===== src/hw/rtl/gcd_pkg.sv =====
// ----------------------------------------------------------------------------
// Great-circle distance package
// Shared widths, fixed-point constants and arithmetic helpers for the
// haversine distance pipeline.
// ----------------------------------------------------------------------------
package gcd_pkg;

  // Field widths.
  localparam int unsigned LatW    = 38;
  localparam int unsigned LonW    = 39;
  localparam int unsigned DistW   = 35;
  localparam int unsigned RadiusW = 23;

  // Datapath widths: CORDIC and product word, unsigned Q30 value, scaled radius.
  localparam int unsigned CW   = 34;
  localparam int unsigned QW   = 31;
  localparam int unsigned RkW  = 33;

  // Default CORDIC iteration count.
  localparam int unsigned CORDIC_STEPS = 32;

  // Angle constants in nanodegrees.
  localparam logic signed [42:0] FULL_TURN_ND   = 43'sd360000000000;
  localparam logic signed [42:0] HALF_TURN_ND   = 43'sd180000000000;
  localparam logic [37:0]        HALF_TURN_MAG  = 38'd180000000000;
  localparam logic [37:0]        RIGHT_ANGLE_ND = 38'd90000000000;

  // pi / 180e9 scaled by 2^61.
  localparam logic [25:0] RAD_PER_ND_Q61 = 26'd40244553;

  // Q30 constants.
  localparam logic signed [CW-1:0] GAIN_INV_Q30 = 34'sd652032874;
  localparam logic [QW-1:0]        HALF_PI_Q30  = 31'd1686629713;
  localparam logic [QW-1:0]        ONE_Q30      = 31'd1073741824;

  // Radius reset value in millimetres.
  localparam logic [RkW-1:0] RADIUS_RESET_MM = 33'd6371000000;

  // Arctangent of 2^-i for the first ten iterations, Q30.
  localparam logic [29:0] ATAN_HEAD [10] = '{
    30'd843314857, 30'd497837829, 30'd263043837, 30'd133525159, 30'd67021687,
    30'd33543516,  30'd16775851,  30'd8388437,   30'd4194283,   30'd2097149
  };

  // CORDIC step angle for iteration i.
  function automatic logic signed [CW-1:0] step_angle(input int i);
    logic signed [CW-1:0] r;
    if (i < 10) begin
      r = CW'(ATAN_HEAD[i]);
    end else if (i <= 30) begin
      r = CW'(1) << (30 - i);
    end else begin
      r = '0;
    end
    return r;
  endfunction

  // Fold an angle into [-180, 180] degrees and return its magnitude.
  function automatic logic [37:0] fold_mag(input logic signed [40:0] d);
    logic signed [42:0] dx;
    logic signed [42:0] r;
    dx = 43'(d);
    if (dx >= FULL_TURN_ND) begin
      r = dx - FULL_TURN_ND;
    end else if (dx >= 0) begin
      r = dx;
    end else if (dx + FULL_TURN_ND >= 0) begin
      r = dx + FULL_TURN_ND;
    end else begin
      r = dx + FULL_TURN_ND + FULL_TURN_ND;
    end
    if (r > HALF_TURN_ND) begin
      r = FULL_TURN_ND - r;
    end
    return 38'(r);
  endfunction

  // Convert a nanodegree magnitude to Q30 radians, full or half angle.
  function automatic logic [QW-1:0] nd_to_q30(input logic [37:0] m, input logic half);
    logic [63:0] p;
    logic [QW-1:0] r;
    p = 64'(m) * 64'(RAD_PER_ND_Q61);
    if (half) begin
      p = p + 64'h0000_0000_8000_0000;
      r = QW'(p >> 32);
    end else begin
      p = p + 64'h0000_0000_4000_0000;
      r = QW'(p >> 31);
    end
    return r;
  endfunction

  // Q30 product, rounded half up.
  function automatic logic signed [CW-1:0] qmul(input logic signed [CW-1:0] a,
                                                input logic signed [CW-1:0] b);
    logic signed [2*CW-1:0] p;
    p = (2*CW)'(a) * (2*CW)'(b);
    p = p + 68'sd536870912;
    return CW'(p >>> 30);
  endfunction

endpackage


===== src/hw/rtl/gcd_isqrt.sv =====
// ----------------------------------------------------------------------------
// Square root pipeline
// Rounded square root of a Q30 value, one result bit per register stage.
// ----------------------------------------------------------------------------
module gcd_isqrt (
  input  logic                     clk_i,
  input  logic                     en_i,
  input  logic [gcd_pkg::QW-1:0]   a_i,
  output logic [gcd_pkg::QW-1:0]   root_o
);
  import gcd_pkg::*;

  localparam int unsigned N  = 31;
  localparam int unsigned RW = 62;

  logic [RW-1:0] rem_q  [N];
  logic [RW-1:0] root_q [N];
  logic [QW-1:0] out_q;

  for (genvar k = 0; k < N; k++) begin : g_bit
    localparam logic [RW-1:0] BIT = RW'(1) << (60 - 2 * k);
    logic [RW-1:0] rem_in, root_in, trial;
    logic [RW-1:0] rem_d, root_d;

    // The radicand is the input shifted up by 30 bits.
    if (k == 0) begin : g_first
      assign rem_in  = RW'({a_i, 30'b0});
      assign root_in = '0;
    end else begin : g_next
      assign rem_in  = rem_q[k-1];
      assign root_in = root_q[k-1];
    end

    // Trial subtraction decides one bit of the root.
    assign trial = root_in + BIT;
    always_comb begin
      if (rem_in >= trial) begin
        rem_d  = rem_in - trial;
        root_d = (root_in >> 1) + BIT;
      end else begin
        rem_d  = rem_in;
        root_d = root_in >> 1;
      end
    end

    always_ff @(posedge clk_i) begin
      if (en_i) begin
        rem_q[k]  <= rem_d;
        root_q[k] <= root_d;
      end
    end
  end

  // Round to nearest from the final remainder.
  always_ff @(posedge clk_i) begin
    if (en_i) begin
      if (rem_q[N-1] > root_q[N-1]) begin
        out_q <= QW'(root_q[N-1] + RW'(1));
      end else begin
        out_q <= QW'(root_q[N-1]);
      end
    end
  end

  assign root_o = out_q;

endmodule


===== config.mk =====
export PLATFORM = sky130hd
export DESIGN_NAME = gcd_isqrt
export DESIGN_NICKNAME = d
export VERILOG_FILES = /design/src/hw/rtl/gcd_pkg.sv /design/src/hw/rtl/gcd_isqrt.sv
export SDC_FILE = /design/constraint.sdc
export NUM_CORES = 2
export LEC_CHECK = 0
export ABC_AREA = 0
export CAP_MARGIN = 20
export CORE_MARGIN = 2
export CORE_UTILIZATION = 55
export DETAILED_ROUTE_END_ITERATION = 10
export DONT_BUFFER_PORTS = 1
export GPL_TIMING_DRIVEN = 0
export PLACE_DENSITY = 0.78
export SKIP_LAST_GASP = 1
export SYNTH_ARGS = -nofsm -noshare
export SYNTH_HDL_FRONTEND = slang
export SYNTH_SLANG_ARGS = --single-unit

===== constraint.sdc =====
create_clock -name clk_i -period 4.93 [get_ports clk_i]
set_clock_uncertainty 0.05 [all_clocks]
set_input_delay 0.2465 -clock clk_i [delete_from_list [all_inputs] [get_ports clk_i]]
set_output_delay 0.2465 -clock clk_i [all_outputs]
set_load 0.01 [all_outputs]

# [Word level (Yosys, flattened, before mapping)]
# Memory sizes are Yosys's and may differ from the RTL's.
# Index checks and enable logic that the tools add are counted.
[word_totals] ramBits=3844 latchBits=0 wordCells=192 n_memories=2 input_bits=33 out_inout_bits=31 romBits=0 regBits=31
[op_classes] n_reduce_logical=0 magnitude_cmp=32 mul=0 mux=65 n_eq_ne=0 n_div=0 n_shift=0 addsub=92 n_bitwise=0
[memory_table] memory="rem_q" words=31 word_bits=62 rd=31 rd_clocked_by_memory_dff=0 wr=31 line="gcd_isqrt.sv:16" text="logic [RW-1:0] rem_q [N];"
[memory_table] memory="root_q" words=31 word_bits=62 rd=31 rd_clocked_by_memory_dff=0 wr=31 line="gcd_isqrt.sv:17" text="logic [RW-1:0] root_q [N];"
[ops] operator="$mux 62" count=61
[ops] operator="$ge 62x62->1" count=30
[ops] operator="$sub 62x62->62" count=30
[ops] operator="$add 61x1->62 const B" count=1
[ops] operator="$add 61x11->62 const B" count=1
[ops] operator="$add 61x13->62 const B" count=1
[ops] operator="$add 61x15->62 const B" count=1
[ops] operator="$add 61x17->62 const B" count=1
[ops] operator="$add 61x19->62 const B" count=1
[ops] operator="$add 61x21->62 const B" count=1
[ops] operator="$add 61x23->62 const B" count=1
[ops] operator="$add 61x25->62 const B" count=1
[ops] operator="$add 61x27->62 const B" count=1
[ops] operator="$add 61x29->62 const B" count=1
[ops] operator="$add 61x3->62 const B" count=1
[ops] operator="$add 61x31->62 const B" count=1
[ops] operator="$add 61x33->62 const B" count=1
[ops] operator="$add 61x35->62 const B" count=1
[ops] operator="$add 61x37->62 const B" count=1
[ops] operator="$add 61x39->62 const B" count=1
[ops] operator="$add 61x41->62 const B" count=1
[ops] operator="$add 61x43->62 const B" count=1
[ops] operator="$add 61x45->62 const B" count=1
[ops] operator="$add 61x47->62 const B" count=1
[ops] operator="other kinds (46)" count=47

# [Depth between registers and ports, before layout]
# An unclocked memory read counts as a cell.
[logic_depth] depth_word=4 mapped_depth=17 ltp_nobuf=16

# [Worst setup path after synthesis]
# Ideal clock, no wire load.
[synth_path] path_type="register -> register" start="mem rem_q[28][4] (netlist: rem_q[1][748])" end="mem rem_q[29][60] (netlist: rem_q[1][866]) (data pin)" setup_ns=0.258 required_time_ns=4.622 arrival_time_ns=3.460 slack_ns=1.161 n_path_buf=0 synth_period_minus_slack_ns=3.769 path_stages_with_launch=13 cell_sequence="edfxtp_1 > ha_1 > fa_1 > a211oi_1 > o21ai_0 > a2111oi_0 > o31ai_1 > a41oi_1 > o21a_1 > o311ai_1 > nor2_1 > and3b_1 > xor2_1"
[synth_lines] item="start: declaration" line="gcd_isqrt.sv:16"

==> results.sh <==
export IMPL_syn2layout_area_growth_pct=10.6
export IMPL_clkTransAtPathRegs_ns=0.06
export IMPL_maxCapViolCount=0
export IMPL_netlist_instances=8181
export IMPL_power_density_nw_per_um2=447
export IMPL_required_ns=5.41
export IMPL_htreeDepth=4
export IMPL_synth_most_common_cell="edfxtp_1"
export IMPL_tightest_slew_ns=1.26
export IMPL_synthTopCellsByCount="edfxtp_1 (1744), inv_1 (666), nand2_1 (649)"
export IMPL_setup_tns_final_ns=0
export IMPL_grt_overflow=0
export IMPL_ys_seq_area_share_pct=56.2
export IMPL_setup_violations=0
export IMPL_synth_edff_count=1744
export IMPL_clkPwrFrac_pct=30.2
export IMPL_ys_types=88
export IMPL_synthArstFlopShare_pct=0
export IMPL_ys_ff_latch=1744
export IMPL_synth_xor_area_share_pct=8.02
export IMPL_worstPathMaxFanout=8
export IMPL_period_share_pct=97.0
export IMPL_place_hpwl_mm=151
export IMPL_cts_setup_buffers=0
export IMPL_start_util_pct=55.2
export IMPL_grt_pass1_vias=63667
export IMPL_synth_simple_area_share_pct=13.1
export IMPL_antenna_found_initial=4
export IMPL_rsz0062_at_grt="false"
export IMPL_synth_compound_area_share_pct=11.2
export IMPL_synth_fa_ha_area_share_pct=7.40
export IMPL_gp_congestion=0.978
export IMPL_synth_largest_area_cell="edfxtp_1"
export IMPL_cp_end_kind="flop"
export IMPL_slew_violations=0
export IMPL_synth_ff_type="edfxtp_1"
export IMPL_cts_buffers=181
export IMPL_synth_top_family_by_area="simple AND/OR/NAND/NOR gates"
export IMPL_grt_max_degree=310
export IMPL_critPathLaunchType="flop"
export IMPL_max_freq_ghz=0.209
export IMPL_coreArea_um2=169000
export IMPL_drt_wirelength_per_cell_um=19.3
export IMPL_p_int_w=0.0319
export IMPL_avgSynthCellArea_um2=11.4
export IMPL_fp_dieW_um=416
export IMPL_status="finished, final reports clean"
export IMPL_p_comb_share_pct=24.5
export IMPL_drt_iter0_drc=5121
export IMPL_finalHoldWorstSlack_ns=0.0139
export IMPL_cts_tree="done"
export IMPL_peakVddDrop_mv=0.446
export IMPL_arrival_ns=5.26
export IMPL_routed_wl_mm=208
export IMPL_final_hold_viol_count=0
export IMPL_synthMuxAreaShare_pct=0.737
export IMPL_fin_nets=9015
export IMPL_gr_usage_all_layers_pct=23.9
export IMPL_first_pass_iters=6
export IMPL_grt_pass1_wl_mm=331
export IMPL_diodes=0
export IMPL_cts_root_buf="clkbuf_16"
export IMPL_numPortBuffers=0
export IMPL_cts_path_max_buffers=3
export IMPL_yosysTopAreaCellShare_pct=56.2
export IMPL_swShare_pct=30.7
export IMPL_drc=0
export IMPL_dieArea_um2=173000
export IMPL_syn_area_um2=93200
export IMPL_switching_power_w=0.0142
export IMPL_vias=63308
export IMPL_row_count=151
export IMPL_yosys_warnings=0
export IMPL_final_antenna_net_count=0
export IMPL_hold_class="primary input to flop"
export IMPL_synth_area_leaders="edfxtp_1 (56%), ha_1 (7.1%), xnor2_1 (4.3%)"
export IMPL_clk_latency_ns=0.83
export IMPL_die_y_um=416
export IMPL_drive_above_1_share_pct=4.97
export IMPL_ios=64
export IMPL_routed_via_density=5.86
export IMPL_leakagePower_nw=39.4
export IMPL_crit_type="flop to flop"
export IMPL_fin_crit_ns=4.78
export IMPL_clkSinkCount=1744
export IMPL_slew_headroom_pct=15.9
export IMPL_p_seq_share_pct=45.3
[through the flow]
stage	cell area (um2)	power (W)	setup WS [ns]	cells	util, %
detailed placement	96200	0.0320	-0.125	10411	56.9
finish	103000	0.0461	0.147	10811	61.0
floorplan	93200	0.0288	1.16	8182	-
CTS	103000	0.0460	0.00435	10811	60.9
global route	103000	0.0483	0.0182	10811	61.0
global placement	95900	0.0315	-0.605	10400	56.8
[cell usage in the layout, fill, tap and decap left out, types with 90 or more instances in the layout]
master	synthesis	final
a21o_1	208	208
a21oi_1	506	505
clkbuf_1	140	158
clkbuf_16	0	182
edfxtp_1	1744	1744
ha_1	527	527
inv_1	666	666
nand2_1	649	649
nand2b_1	103	103
nand3_1	173	173
nor2_1	585	585
nor3_1	244	244
nor4_1	152	151
o21a_1	92	92
o21ai_0	466	465
or3_1	90	90
xnor2_1	453	453
xor2_1	400	400
[kinds of logic (layout without fill, tap and decap cells)]
| logic type | after synthesis | after routing |
|---|---|---|
| buf+inv | 824 | 1235 |
| compound gates | 1695 | 1695 |
| simple gates | 2460 | 2460 |
| mux | 62 | 62 |
| xor+xnor | 853 | 853 |
| other cells | 1 | 2 |
| fa+ha+maj | 542 | 542 |
| flops | 1744 | 1744 |
[repair_timing]
item	in CTS	in global routing
pin swaps	0	2
endpoints found under the setup margin	23	63
hold buffers	64	0
gates resized for setup	6	13
endpoints found under the hold margin	210	0
[worst paths after layout]
check,startpoint,end,slack [ns],cells after the start
worst max-delay path,rem_q[1][748],rem_q[1][845],0.15,12
worst min-delay path,en_i,rem_q[1][239],0.01,1
worst max register to register,rem_q[1][748],rem_q[1][845],0.15,12
worst min register to register,root_q[1][636],root_q[1][697],0.39,0
[flip-flops by register name, indices dropped and copies added, names as in the netlist]
signal / count
rem_q: 1217
root_q: 496
root_o: 31
[layout make-up]
cell class / count / area (um2)
plain buffers: 151 / 579
clock buffers: 207 / 4650
clock inverters: 129 / 1460
fillers: 13016 / 65900
inverters: 671 / 2520
multi-input cells: 5614 / 37700
flip-flops and latches: 1744 / 52400
well taps: 2218 / 2780
repair buffers: 77 / 910
[layer usage]
layer	track usage, %	share of wire (%)	vias to the layer above	wire length [um]
li1	-	-	30470	-
met1	27.4	39	30232	80300
met2	43.7	52	2045	108000
met3	3.53	5.1	559	10700
met4	11.1	4.6	2	9550
met5	0	0.0062	-	13
[critical path, cell delays in order, from the launching register on]
cell and delay, ns:
edfxtp_1 0.54, ha_1 0.37, a211oi_1 0.39, o211a_1 0.25, o21ai_0 0.26, o311ai_0 0.68, o22ai_1 0.30, a31oi_1 0.43
o311ai_1 0.26, buf_2 0.24, or2_2 0.31, nor4_1 0.30, xor2_1 0.11
[power by group through the flow]
stage	Clock [W]	Sequential [W]	Combinational [W]
3_5_place_dp	0	0.0211	0.0109
5_1_grt	0.0147	0.0211	0.0125
2_1_floorplan	0	0.0205	0.00829
4_1_cts	0.0141	0.0208	0.0111
6_report	0.0139	0.0209	0.0113
3_3_place_gp	0	0.0211	0.0104
No activity file was read; power rests on OpenSTA's default activity.
